**src/rtl/dll_pkg.sv**
```systemverilog
// ----------------------------------------------------------------------------
// dll_pkg
// Shared constants and types for the doubly linked list engine.
// ----------------------------------------------------------------------------
`default_nettype none
package dll_pkg;
   localparam int POOL_DEPTH = 32;
   localparam int DATA_WIDTH = 32;
   localparam int LINK_W     = $clog2(POOL_DEPTH + 1);
   localparam int ADDR_W     = $clog2(POOL_DEPTH);
   localparam int RESULT_CAP = 32;
   localparam logic [LINK_W-1:0] NIL_LINK = LINK_W'(POOL_DEPTH);

   localparam logic [2:0] CMD_INS_FRONT = 3'd0;
   localparam logic [2:0] CMD_INS_BACK  = 3'd1;
   localparam logic [2:0] CMD_INS_AFTER = 3'd2;
   localparam logic [2:0] CMD_DEL_FRONT = 3'd3;
   localparam logic [2:0] CMD_DEL_BACK  = 3'd4;
   localparam logic [2:0] CMD_DEL_VALUE = 3'd5;
   localparam logic [2:0] CMD_READ_OUT  = 3'd6;

   localparam logic [1:0] ST_OK    = 2'd0;
   localparam logic [1:0] ST_EMPTY = 2'd1;
   localparam logic [1:0] ST_NOKEY = 2'd2;
   localparam logic [1:0] ST_FULL  = 2'd3;

   // one result beat from the sequencer to the output register
   typedef struct packed {
      logic [1:0]  status;
      logic [31:0] data;
      logic        last;
      logic [5:0]  count;
   } rsp_type;

   function automatic logic [31:0] word_out(input logic [DATA_WIDTH-1:0] w);
      return 32'(signed'(w));
   endfunction
endpackage
`default_nettype wire

```
**src/rtl/doubly_linked_list_engine_top.sv**
```systemverilog
// ----------------------------------------------------------------------------
// doubly_linked_list_engine_top
// Ordered list of signed words in a 32-node pool with a free chain.
// ----------------------------------------------------------------------------
// A front/back insert or delete steps through dispatch, read, wait, check,
// link or unlink and emit states; key searches repeat read, wait and check
// per node visited and read-out adds emit per node (one access of the link
// and data RAMs per step, up to 32 nodes), plus stalls on the result side.
// After reset a pass builds the free chain, during which req_stall is high.
// A new command is accepted only after every prior result is transferred.
`default_nettype none
module doubly_linked_list_engine_top (
   input  wire logic        clock,
   input  wire logic        reset,
   input  wire logic        req_valid,
   output logic             req_stall,
   input  wire logic [2:0]  req_cmd,
   input  wire logic [31:0] req_key,
   input  wire logic [31:0] req_value,
   output logic             rsp_valid,
   input  wire logic        rsp_stall,
   output logic [1:0]       rsp_status,
   output logic [31:0]      rsp_data,
   output logic             rsp_last,
   output logic [5:0]       rsp_count
);
   logic busy;
   dll_pkg::rsp_type rsp;

   dll_seq u_seq (
      .clock, .reset, .start(req_valid && !busy), .cmd(req_cmd), .key(req_key),
      .value(req_value), .busy, .out_valid(rsp_valid), .out_stall(rsp_stall),
      .out_rsp(rsp));

   // result fields
   assign req_stall  = busy;
   assign rsp_status = rsp.status;
   assign rsp_data   = rsp.data;
   assign rsp_last   = rsp.last;
   assign rsp_count  = rsp.count;
endmodule
`default_nettype wire

```
**src/rtl/dll_ram.sv**
```systemverilog
// ----------------------------------------------------------------------------
// dll_ram
// Generic single-port-write, single-port-read RAM with registered read.
// ----------------------------------------------------------------------------
`default_nettype none
module dll_ram #(
   parameter int WIDTH = 8,
   parameter int DEPTH = 32
) (
   input  wire logic                     clock,
   input  wire logic                     wr_en,
   input  wire logic [$clog2(DEPTH)-1:0] wr_addr,
   input  wire logic [WIDTH-1:0]         wr_data,
   input  wire logic [$clog2(DEPTH)-1:0] rd_addr,
   output logic      [WIDTH-1:0]         rd_data
);
   logic [WIDTH-1:0] mem_ff [DEPTH];

   // write port and registered read port
   always_ff @(posedge clock) begin
      if (wr_en) mem_ff[wr_addr] <= wr_data;
      rd_data <= mem_ff[rd_addr];
   end
endmodule
`default_nettype wire

```
**src/rtl/dll_seq.sv**
```systemverilog
// ----------------------------------------------------------------------------
// dll_seq
// Command sequencer: walks and relinks the node pool one memory access at a
// time through a single compare unit and one read port per store.
// ----------------------------------------------------------------------------
`default_nettype none
module dll_seq (
   input  wire logic                clock,
   input  wire logic                reset,
   input  wire logic                start,
   input  wire logic [2:0]          cmd,
   input  wire logic [31:0]         key,
   input  wire logic [31:0]         value,
   output logic                     busy,
   output logic                     out_valid,
   input  wire logic                out_stall,
   output dll_pkg::rsp_type         out_rsp
);
   localparam int LW = dll_pkg::LINK_W;
   localparam int AW = dll_pkg::ADDR_W;
   localparam int DW = dll_pkg::DATA_WIDTH;

   typedef enum logic [10:0] {
      S_IDLE   = 11'b00000000001,
      S_DISP   = 11'b00000000010,
      S_RD     = 11'b00000000100,
      S_WAIT   = 11'b00000001000,
      S_CHK    = 11'b00000010000,
      S_LINK1  = 11'b00000100000,
      S_LINK2  = 11'b00001000000,
      S_ULNK1  = 11'b00010000000,
      S_ULNK2  = 11'b00100000000,
      S_EMIT   = 11'b01000000000,
      S_INIT   = 11'b10000000000
   } state_type;

   state_type state_ff, state_in;
   logic [2:0]    cmd_ff;
   logic [DW-1:0] key_ff, val_ff;
   logic [LW-1:0] head_ff, tail_ff, free_ff, cur_ff, at_ff;
   logic [LW-1:0] head_in, tail_in, free_in, cur_in, at_in;
   logic [5:0]    count_ff, count_in, steps_ff, steps_in;
   logic [AW:0]   init_ff, init_in;
   logic          ov_ff, ov_in;
   dll_pkg::rsp_type rsp_ff, rsp_in;
   logic [DW-1:0] wd_ff, wd_in;

   // memory ports
   logic          d_we, n_we, p_we;
   logic [AW-1:0] d_wa, n_wa, p_wa, rd_a;
   logic [DW-1:0] d_wd, d_rd;
   logic [LW-1:0] n_wd, p_wd, n_rd, p_rd;

   dll_ram #(.WIDTH(DW), .DEPTH(dll_pkg::POOL_DEPTH)) u_data (
      .clock, .wr_en(d_we), .wr_addr(d_wa), .wr_data(d_wd),
      .rd_addr(rd_a), .rd_data(d_rd));
   dll_ram #(.WIDTH(LW), .DEPTH(dll_pkg::POOL_DEPTH)) u_next (
      .clock, .wr_en(n_we), .wr_addr(n_wa), .wr_data(n_wd),
      .rd_addr(rd_a), .rd_data(n_rd));
   dll_ram #(.WIDTH(LW), .DEPTH(dll_pkg::POOL_DEPTH)) u_prev (
      .clock, .wr_en(p_we), .wr_addr(p_wa), .wr_data(p_wd),
      .rd_addr(rd_a), .rd_data(p_rd));

   function automatic logic vld(input logic [LW-1:0] i);
      return i < dll_pkg::NIL_LINK;
   endfunction

   assign busy      = (state_ff != S_IDLE) || ov_ff;
   assign out_valid = ov_ff;
   assign out_rsp   = rsp_ff;

   // sequencer
   always_comb begin
      logic hit;
      state_in = state_ff; head_in = head_ff; tail_in = tail_ff; free_in = free_ff;
      cur_in = cur_ff; at_in = at_ff; count_in = count_ff; steps_in = steps_ff;
      init_in = init_ff; ov_in = ov_ff; rsp_in = rsp_ff; wd_in = wd_ff;
      d_we = 1'b0; n_we = 1'b0; p_we = 1'b0;
      d_wa = '0; n_wa = '0; p_wa = '0; d_wd = val_ff; n_wd = '0; p_wd = '0;
      rd_a = cur_ff[AW-1:0];
      hit = (d_rd == key_ff);
      if (ov_ff && !out_stall) ov_in = 1'b0;
      unique case (state_ff)
         // free chain build after reset
         S_INIT: begin
            n_we = 1'b1; n_wa = init_ff[AW-1:0];
            n_wd = LW'(init_ff) + LW'(1);
            init_in = init_ff + 1'b1;
            if (init_ff == (AW+1)'(dll_pkg::POOL_DEPTH - 1)) state_in = S_IDLE;
         end
         S_IDLE: if (start) state_in = S_DISP;
         S_DISP: begin
            steps_in = '0;
            rsp_in.count = count_ff; rsp_in.last = 1'b1; rsp_in.data = '0;
            priority if (cmd_ff == dll_pkg::CMD_INS_FRONT
                         || cmd_ff == dll_pkg::CMD_INS_BACK) begin
               if (!vld(free_ff)) begin
                  rsp_in.status = dll_pkg::ST_FULL; state_in = S_EMIT;
               end else begin
                  cur_in = free_ff; at_in = free_ff; state_in = S_RD;
               end
            end else if (cmd_ff > dll_pkg::CMD_READ_OUT) begin
               state_in = S_IDLE;
            end else if (!vld(head_ff)) begin
               rsp_in.status = dll_pkg::ST_EMPTY; state_in = S_EMIT;
            end else if (cmd_ff == dll_pkg::CMD_DEL_BACK) begin
               cur_in = tail_ff; state_in = S_RD;
            end else begin
               cur_in = head_ff; state_in = S_RD;
            end
         end
         S_RD: state_in = S_WAIT;     // address presented, data next cycle
         S_WAIT: state_in = S_CHK;
         S_CHK: begin
            wd_in = d_rd;
            priority if (cmd_ff == dll_pkg::CMD_INS_FRONT
                         || cmd_ff == dll_pkg::CMD_INS_BACK) begin
               // cur is the free node; n_rd is its free successor
               free_in = n_rd;
               d_we = 1'b1; d_wa = cur_ff[AW-1:0];
               n_we = 1'b1; n_wa = cur_ff[AW-1:0];
               p_we = 1'b1; p_wa = cur_ff[AW-1:0];
               n_wd = dll_pkg::NIL_LINK; p_wd = dll_pkg::NIL_LINK;
               count_in = count_ff + 6'd1;
               if (!vld(head_ff)) begin
                  head_in = cur_ff; tail_in = cur_ff; state_in = S_EMIT;
               end else if (cmd_ff == dll_pkg::CMD_INS_FRONT) begin
                  n_wd = head_ff; head_in = cur_ff; at_in = head_ff;
                  state_in = S_LINK1;
               end else begin
                  p_wd = tail_ff; tail_in = cur_ff; at_in = tail_ff;
                  state_in = S_LINK1;
               end
               rsp_in.status = dll_pkg::ST_OK;
               rsp_in.data   = dll_pkg::word_out(val_ff);
               rsp_in.count  = count_ff + 6'd1;
            end else if (cmd_ff == dll_pkg::CMD_READ_OUT) begin
               // hold the listed word until the output register is free
               if (!ov_ff || !out_stall) begin
                  rsp_in.status = dll_pkg::ST_OK;
                  rsp_in.data   = dll_pkg::word_out(d_rd);
                  rsp_in.last   = !vld(n_rd) || steps_ff == 6'(dll_pkg::RESULT_CAP - 1);
                  steps_in = steps_ff + 6'd1; cur_in = n_rd;
                  state_in = S_EMIT;
               end
            end else if ((cmd_ff == dll_pkg::CMD_INS_AFTER
                          || cmd_ff == dll_pkg::CMD_DEL_VALUE) && !hit) begin
               steps_in = steps_ff + 6'd1; cur_in = n_rd;
               if (!vld(n_rd) || steps_ff == 6'(dll_pkg::POOL_DEPTH - 1)) begin
                  rsp_in.status = dll_pkg::ST_NOKEY; state_in = S_EMIT;
               end else state_in = S_RD;
            end else if (cmd_ff == dll_pkg::CMD_INS_AFTER) begin
               // key node found: cur=at, n_rd its successor
               if (!vld(free_ff)) begin
                  rsp_in.status = dll_pkg::ST_FULL; state_in = S_EMIT;
               end else begin
                  at_in = cur_ff; cur_in = free_ff; steps_in = '0;
                  n_we = 1'b1; n_wa = cur_ff[AW-1:0]; n_wd = free_ff;
                  d_we = 1'b1; d_wa = free_ff[AW-1:0];
                  p_we = 1'b1; p_wa = free_ff[AW-1:0]; p_wd = cur_ff;
                  wd_in = DW'(n_rd);   // remember old successor
                  count_in = count_ff + 6'd1;
                  rsp_in.status = dll_pkg::ST_OK;
                  rsp_in.data   = dll_pkg::word_out(val_ff);
                  rsp_in.count  = count_ff + 6'd1;
                  state_in = S_LINK2;
               end
            end else begin
               // delete node cur: p_rd / n_rd are neighbors
               at_in = p_rd; wd_in = d_rd;
               if (vld(p_rd)) begin
                  n_we = 1'b1; n_wa = p_rd[AW-1:0]; n_wd = n_rd;
               end else head_in = n_rd;
               if (vld(n_rd)) begin
                  p_we = 1'b1; p_wa = n_rd[AW-1:0]; p_wd = p_rd;
               end else tail_in = p_rd;
               state_in = S_ULNK1;
            end
         end
         // back-link of the old head or forward link of the old tail
         S_LINK1: begin
            if (cmd_ff == dll_pkg::CMD_INS_FRONT) begin
               p_we = 1'b1; p_wa = at_ff[AW-1:0]; p_wd = head_ff;
            end else begin
               n_we = 1'b1; n_wa = at_ff[AW-1:0]; n_wd = tail_ff;
            end
            state_in = S_EMIT;
         end
         // new node after at: free head advance needs its old next link
         S_LINK2: begin
            rd_a = cur_ff[AW-1:0];
            state_in = S_ULNK2;
         end
         S_ULNK2: begin
            // n_rd is free successor of new node (read issued last cycle)
            free_in = n_rd;
            n_we = 1'b1; n_wa = cur_ff[AW-1:0]; n_wd = wd_ff[LW-1:0];
            if (vld(wd_ff[LW-1:0])) begin
               p_we = 1'b1; p_wa = wd_ff[AW-1:0]; p_wd = cur_ff;
            end else tail_in = cur_ff;
            state_in = S_EMIT;
         end
         // return node to the free chain
         S_ULNK1: begin
            n_we = 1'b1; n_wa = cur_ff[AW-1:0]; n_wd = free_ff;
            free_in = cur_ff;
            if (count_ff != 6'd0) count_in = count_ff - 6'd1;
            rsp_in.status = dll_pkg::ST_OK;
            rsp_in.data   = dll_pkg::word_out(wd_ff);
            rsp_in.count  = (count_ff != 6'd0) ? count_ff - 6'd1 : count_ff;
            state_in = S_EMIT;
         end
         S_EMIT: if (!ov_ff || !out_stall) begin
            ov_in = 1'b1;
            if (cmd_ff == dll_pkg::CMD_READ_OUT && !rsp_in.last && rsp_ff.status
                == dll_pkg::ST_OK && !rsp_ff.last) state_in = S_RD;
            else state_in = S_IDLE;
         end
         default: state_in = S_IDLE;
      endcase
   end

   // state registers
   always_ff @(posedge clock) begin
      if (reset) begin
         state_ff <= S_INIT; init_ff <= '0; ov_ff <= 1'b0;
         head_ff <= dll_pkg::NIL_LINK; tail_ff <= dll_pkg::NIL_LINK;
         free_ff <= '0; count_ff <= '0;
      end else begin
         state_ff <= state_in; init_ff <= init_in; ov_ff <= ov_in;
         head_ff <= head_in; tail_ff <= tail_in; free_ff <= free_in;
         count_ff <= count_in;
      end
      cur_ff <= cur_in; at_ff <= at_in; steps_ff <= steps_in;
      rsp_ff <= rsp_in; wd_ff <= wd_in;
      if (start && state_ff == S_IDLE) begin
         cmd_ff <= cmd; key_ff <= DW'(key); val_ff <= DW'(value);
      end
   end
endmodule
`default_nettype wire

```
**config.mk**
```make
export PLATFORM = sky130hd
export DESIGN_NAME = doubly_linked_list_engine_top
export DESIGN_NICKNAME = d
export VERILOG_FILES = /design/src/rtl/dll_pkg.sv /design/src/rtl/doubly_linked_list_engine_top.sv /design/src/rtl/dll_ram.sv /design/src/rtl/dll_seq.sv
export SDC_FILE = /design/constraint.sdc
export NUM_CORES = 2
export LEC_CHECK = 0
export BUFFER_PORTS_ARGS = -buffer_cell sky130_fd_sc_hd__buf_2
export CAP_MARGIN = 20
export CORE_ASPECT_RATIO = 1.2
export CORE_MARGIN = 1
export CORE_UTILIZATION = 40
export DETAILED_ROUTE_END_ITERATION = 7
export HOLD_SLACK_MARGIN = 0.15
export PLACE_DENSITY = 0.56
export SLEW_MARGIN = 20
export SYNTH_ARGS = -nofsm -noshare
export SYNTH_HDL_FRONTEND = slang
export SYNTH_SLANG_ARGS = --single-unit
export TNS_END_PERCENT = 5
```
**constraint.sdc**
```tcl
create_clock -name clock -period 6.5 [get_ports clock]
set_clock_uncertainty 0.2 [all_clocks]
set_input_delay 0 -clock clock [delete_from_list [all_inputs] [get_ports clock]]
set_output_delay 0 -clock clock [all_outputs]
set_load 0.02 [all_outputs]
```
# Word level (Yosys, flattened, before mapping)
# Memories as Yosys holds them, arrays and structs flattened. A register that Yosys moved wholly into a read port is not among the register bits.
# Index checks and enable logic that the tools add are counted.
[totals]
mem_count = 3
ff_bits = 199
mem_bits_rw = 1408
elab_cells = 295
[op_classes]
n_addsub = 4
n_mux = 166
magnitude_cmp = 6
n_reduce_logical = 41
n_eq_ne = 57
[mem_list]
columns = ["name", "depth", "word_bits", "rd", "rd_clocked_by_memory_dff", "wr", "line_no", "text"]
rows = [
  ["u_seq.u_data.mem_ff", 32, 32, 1, 1, 1, "dll_ram.sv:17", "logic [WIDTH-1:0] mem_ff [DEPTH];"],
  ["u_seq.u_next.mem_ff", 32, 6, 1, 1, 1, "dll_ram.sv:17", ""],
  ["u_seq.u_prev.mem_ff", 32, 6, 1, 1, 1, "dll_ram.sv:17", ""],
]
[op_table]
columns = ["operator", "count"]
rows = [
  ["6-bit two-way mux", 57],
  ["32-bit two-way mux", 7],
  ["5-bit two-way mux", 29],
  ["34-bit two-way mux", 3],
  ["34-bit case mux with 3 select lines", 1],
  ["11-bit two-way mux", 9],
  ["11-bit case mux with 9 select lines", 1],
  ["10-bit two-way mux", 6],
  ["6-bit case mux with 3 select lines", 3],
  ["6-bit case mux with 2 select lines", 4],
  ["35-bit two-way mux", 1],
  ["32-bit == test", 1],
  ["6-bit less-than comparator (second input constant)", 5],
  ["1-bit two-way mux", 30],
  ["6-bit case mux with 5 select lines", 1],
  ["2-bit by 1-bit != test with 1-bit output (second input constant)", 12],
  ["3-bit by 2-bit != test with 1-bit output (second input constant)", 8],
  ["7-bit AND reduction", 3],
  ["5-bit case mux with 4 select lines", 1],
  ["5-bit AND reduction", 4],
  ["6-bit by 1-bit adder with 6-bit output (second input constant)", 3],
  ["4-bit by 1-bit != test with 1-bit output (second input constant)", 4],
  ["5-bit case mux with 3 select lines", 1],
  ["2-bit two-way mux", 7],
  ["other kinds (43)", 73],
]

# Depth between registers and ports, before layout
[logic_depth]
depth_word = 9
depth_mapped = 10
depth_no_buf = 7

# Cells and area by module
# From an unflattened synthesis, not the netlist that was laid out.
[unflattened]
hier_cells = 3913
area_unflattened_um2 = 66085.9
[by_module_without_submodules]
columns = ["mod", "cells_each", "area_each_um2", "seq_area_each_um2", "n_inst"]
rows = [
  ["dll_ram at u_seq.u_data", 2260, 40492.6, 31390.1, 1],
  ["dll_ram at u_seq.u_next ...", 323, 7589.8, 5885.6, 2],
  ["dll_seq", 1006, 10400.0, 5555.3, 1],
  ["doubly_linked_list_engine_top", 1, 13.8, 0.0, 1],
]

# Worst setup path after synthesis
# Ideal clock, no wire load.
[synth_path]
kind = "register to register"
startpoint = "register u_seq.state_ff[2]"
endpoint = "register u_seq.cmd_ff[0] (enable)"
setup_slack_ns = 1.022
t_arrival_ns = 4.777
stages_incl_launch_ff = 7
synth_period_minus_slack_ns = 5.478
setup_ns = 0.501
n_path_buf = 1
path_cell_list = "dfxtp_1 -> buf_6 -> nor4_2 -> nand3b_1 -> or3_1 -> or3b_2 -> nor2b_1"
[synth_via]
elab_chain_len = 5
word_cells_on_any_way = 6
cone_classes = "eq/ne (2); reduce/logical (4)"
[synth_lines]
columns = ["item", "line_no", "text"]
rows = [
  ["start, declared", "dll_seq.sv:37", "state_type state_ff, state_in;"],
  ["start signal, assigned", "dll_seq.sv:230", "state_ff <= state_in; init_ff <= init_in; ov_ff <= ov_in;"],
  ["11-bit by 1-bit != test with 1-bit output", "dll_seq.sv:68", "assign busy = (state_ff != S_IDLE) || ov_ff;"],
  ["1-bit logical OR", "dll_seq.sv:68", ""],
  ["1-bit zero test", "doubly_linked_list_engine_top.sv:31", ".clock, .reset, .start(req_valid && !busy), .cmd(req_cmd), .key(req_key),"],
  ["1-bit logical AND", "doubly_linked_list_engine_top.sv:31", ""],
  ["1-bit logical AND *", "dll_seq.sv:236", "if (start && state_ff == S_IDLE) begin"],
  ["end signal, assigned", "dll_seq.sv:237", "cmd_ff <= cmd; key_ff <= DW'(key); val_ff <= DW'(value);"],
  ["end, declared", "dll_seq.sv:38", "logic [2:0] cmd_ff;"],
]
# Mark *: on every way between the ends. The rest lies on a longest branch, timed or not.
# A chain may end at the register's enable or synchronous reset.

# Worst setup path after layout
[layout_path]
startpoint = "register u_seq.key_ff[22]"
endpoint = "memory u_seq.u_data.mem_ff[17][29] (netlist bit) (enable)"
[layout_via]
elab_chain_len = 9
word_cells_on_any_way = 13
cone_classes = "eq/ne (1); mux (10); reduce/logical (2)"
[layout_lines]
columns = ["item", "line_no", "text"]
rows = [
  ["start, declared", "dll_seq.sv:39", "logic [DW-1:0] key_ff, val_ff;"],
  ["start signal, assigned", "dll_seq.sv:237", ""],
  ["32-bit == test *", "dll_seq.sv:81", "hit = (d_rd == key_ff);"],
  ["1-bit zero test *", "dll_seq.sv:147", "|| cmd_ff == dll_pkg::CMD_DEL_VALUE) && !hit) begin"],
  ["1-bit logical AND *", "dll_seq.sv:147", ""],
  ["1-bit two-way mux", "dll_seq.sv:146", "end else if ((cmd_ff == dll_pkg::CMD_INS_AFTER"],
  ["1-bit two-way mux", "dll_seq.sv:137", "end else if (cmd_ff == dll_pkg::CMD_READ_OUT) begin"],
  ["1-bit two-way mux", "dll_seq.sv:116", "priority if (cmd_ff == dll_pkg::CMD_INS_FRONT"],
  ["1-bit two-way mux", "dll_seq.sv:83", "unique case (state_ff)"],
  ["1-bit two-way mux", "dll_ram.sv:21", "if (wr_en) mem_ff[wr_addr] <= wr_data;"],
  ["1-bit two-way mux (not written as such)", "dll_ram.sv:21", ""],
  ["end, declared", "dll_ram.sv:17", ""],
]
# Marked as above.

==> out/qor.yml <==
route:
  firstDrtPassIters: 8
  vias: 33780
  antenna_left: 0
  via_per_inst: 5.712
  remaining_drc_errors: 3
  totalWireLength_um: 172100
  first_iter_violations: 3241
  wl_per_cell_um: 29.11
synthesis:
  synth.yosys.seq_area_share_pct: 74.78
  synth_common_cells: "edfxtp_1 (1,565), mux4_2 (440), nand2_1 (255)"
  synth_edf_count: 1565
  syn_nets: 3359
  yosysMostFrequentCell: "edfxtp_1"
  synth-async-reset-ratio_pct: 0
  synth_area_per_cell_um2: 19.84
  yosysWarnings: 0
  syn_area_mm2: 0.06515
  syn-instance-count: 3283
  synthFlopType: "edfxtp_1"
  ys_top_cells_by_area: "edfxtp_1 (72%), mux4_2 (15%), dfxtp_1 (2.6%)"
  synth.distinct_cells: 70
  synth_seq_cells: 1651
  yosysTopAreaCellShare_pct: 72.14
  yosys.area.top_type: "edfxtp_1"
setup_path:
  worstPathArrival_ns: 5.44
  critPathCaptureType: "flop"
  path_max_fanout: 39
  path_class: "flop to flop"
  cpMostUsedCell: "buf_4"
  max_stage_delay_ns: 0.93
  path_cells: "xnor2_1 > nand4_1 > nor4_1 > buf_4 > nand3_2 > buf_4 > o21ai_0 > nand2_1 > nor2_4 > buf_4"
  worstPathRequired_ns: 6.81
  start_kind: "flop"
  cp_slowest_cell: "nor2_4"
sta:
  fin_hold_ws_ns: 0.2446
  fin_crit_sh_pct: 78.93
  finalSetupTns_ns: 0
  drv_slew: 0
  tightestPinTransition_ns: 1.153
  hold_viol_final: 0
  setup_viol: 0
  timing.fmax_mhz: 194.9
  slew_headroom_pct: 22.97
  post-route-min-period_ns: 5.130
  rsz0062_at_grt: "no"
final_layout:
  fin_nets: 3728
  drive_gt1_share_pct: 26.79
  synthToLayoutAreaGrowth_pct: 16.44
  nFillCells: 13430
clock_tree:
  clk_pin_slew_worst_paths_ns: 0.06
  post_cts_buffers: 0
  cts_tree: "done"
  cts_resized: 0
  cts_buffers: 166
  cts-root-buf: "clkbuf_16"
  clock_sinks: 1651
  htreeDepth: 4
  clk_latency_ns: 0.82
  clockBufferDepth: 3
floorplan:
  die_x_um: 370.4
  initial_core_util_pct: 40.43
  die_area_mm2: 0.1645
  fp-row-count: 161
  coreArea_mm2: 0.1612
  dieHeight_um: 444.1
  io_pins: 114
pwr:
  peakVddDrop_uv: 251.4
  power_density_mw_per_mm2: 280.4
  leakage_nw: 23.69
hold_path:
  hold_class: "input pin to flop"
global_routing:
  grt_max_degree: 140
  gr-total-overflow: 0
  grt_pass1_wl_um: 249100
  grt_antenna_before_repair: 3
  grtUsageTotal_pct: 21.12
  grt_pass1_vias: 34540
placed_design:
  dp_hpwl_um: 106400
  gp_congestion: 0.9743
  place.port_buffers: 113
outcome:
  violations: "design-rule violations"
  outcome: "complete, but fails checks"
job:
  maxCapViolCount: 0
flip-flops by register name, summed over array words and instances, names as in the netlist, 11 cells and up:
signal	cells
u_seq.u_next.mem_ff	192
u_seq.u_data.rd_data	32
u_seq.d_wd	32
u_seq.u_prev.mem_ff	192
u_seq.key_ff	32
u_seq.state_ff	11
u_seq.u_data.mem_ff	1024
u_seq.out_rsp	41
u_seq.wd_ff	32
layer usage:
metal  part of all wire [%]  wire (µm)  up-vias  global-route usage [%]
met5                      0          0        -                       0
met3                    5.9      10230      314                   3.578
met1                     41      69720    17910                   28.04
li1                       -          -    14240                       -
met2                     50      86860     1309                   35.36
met4                    3.1       5318        0                   6.690
layout by cell type, fill, tap and decap left out, types with 9 or more instances in the layout:
cell type and count:
edfxtp_1 1565, buf_12 12, or3_1 10, o211ai_1 10, a21oi_1 39, buf_2 113
dlygate4sd3_1 140, nor2_1 116, clkbuf_16 168, clkinv_2 29, a22oi_1 11, nor4_1 17
clkbuf_8 9, o21ai_2 9, nand3_1 28, nand2b_1 12, nand2_1 255, a31oi_1 10
clkinv_1 31, mux2i_1 58, nor4_2 9, a222oi_1 13, o31ai_1 9, buf_4 123
nor3_1 37, dfxtp_1 86, inv_1 17, o21ai_0 77, xnor2_1 41, nand4_1 16
and2_1 30, mux4_2 440, clkbuf_1 41, mux2_2 16, nor2_4 28
where the power goes:
| group | switching (mW) | internal, mW | total, mW |
|---|---|---|---|
| Sequential | 0.0206 | 11.6 | 11.6 |
| Combinational | 0.234 | 0.140 | 0.374 |
| Clock | 4.07 | 5.20 | 9.28 |
| Total | 4.33 | 16.9 | 21.3 |
path summary, 6_finish.rpt:
kind,startpoint,end,slack (ns),depth (start not counted)
min reg2reg,u_seq.init_ff[1],u_seq.init_ff[1],0.34,2
max reg2reg,u_seq.key_ff[22],u_seq.u_data.mem_ff[17][29],1.37,10
min,req_value[5],u_seq.d_wd[5],0.24,3
max,u_seq.key_ff[22],u_seq.u_data.mem_ff[17][29],1.37,10
cell families after synthesis:
logic type | after synthesis | share of synthesized area (%)
AO/OA/AOI/OAI | 245 | 2.495
XOR/XNOR | 49 | 0.6588
adder cells (fa/ha/maj) | 5 | 0.09603
buffers and inverters | 207 | 1.212
flip-flops | 1651 | 74.78
multiplexers | 514 | 16.38
AND/OR/NAND/NOR | 612 | 4.381
layout make-up:
class / instances / area, µm² / area share [%]
Sequential cell: 1651 / 48720 / 64.22
Multi-Input combinational cell: 1425 / 16010 / 21.11
Clock buffer: 218 / 4482 / 5.908
Timing Repair Buffer: 389 / 3136 / 4.134
Tap cell: 2119 / 2651 / 3.495
Clock inverter: 90 / 779.5 / 1.028
Inverter: 19 / 72.57 / 0.09567
Antenna cell: 2 / 5.005 / 0.006598
metrics by stage:
step	worst slack (ns)	total power [mW]	utilization [%]	cell area (µm²)	cells
5_1_grt	1.130	21.86	47.07	75850	5911
3_5_place_dp	1.385	12.16	42.90	69130	5462
4_1_cts	1.367	21.48	47.03	75790	5910
3_3_place_gp	1.482	12.16	42.87	69090	5460
2_1_floorplan	1.022	12.00	-	65150	3283
6_report	1.370	21.27	47.07	75860	5913
worst max-delay path, delay by kind of cell (launching register included):
kind | cells | cell delay (ns)
AND/OR/NAND/NOR | 5 | 2.49
AO/OA/AOI/OAI | 1 | 0.36
XOR/XNOR | 1 | 0.46
flip-flops | 1 | 0.38
buffers and inverters | 3 | 0.92
timing repair:
action,4_1_cts,5_1_grt
endpoints found under the hold margin,191,0
setup endpoints to repair,0,0
hold buffers,140,0
Power figures use the tool's default switching activity.
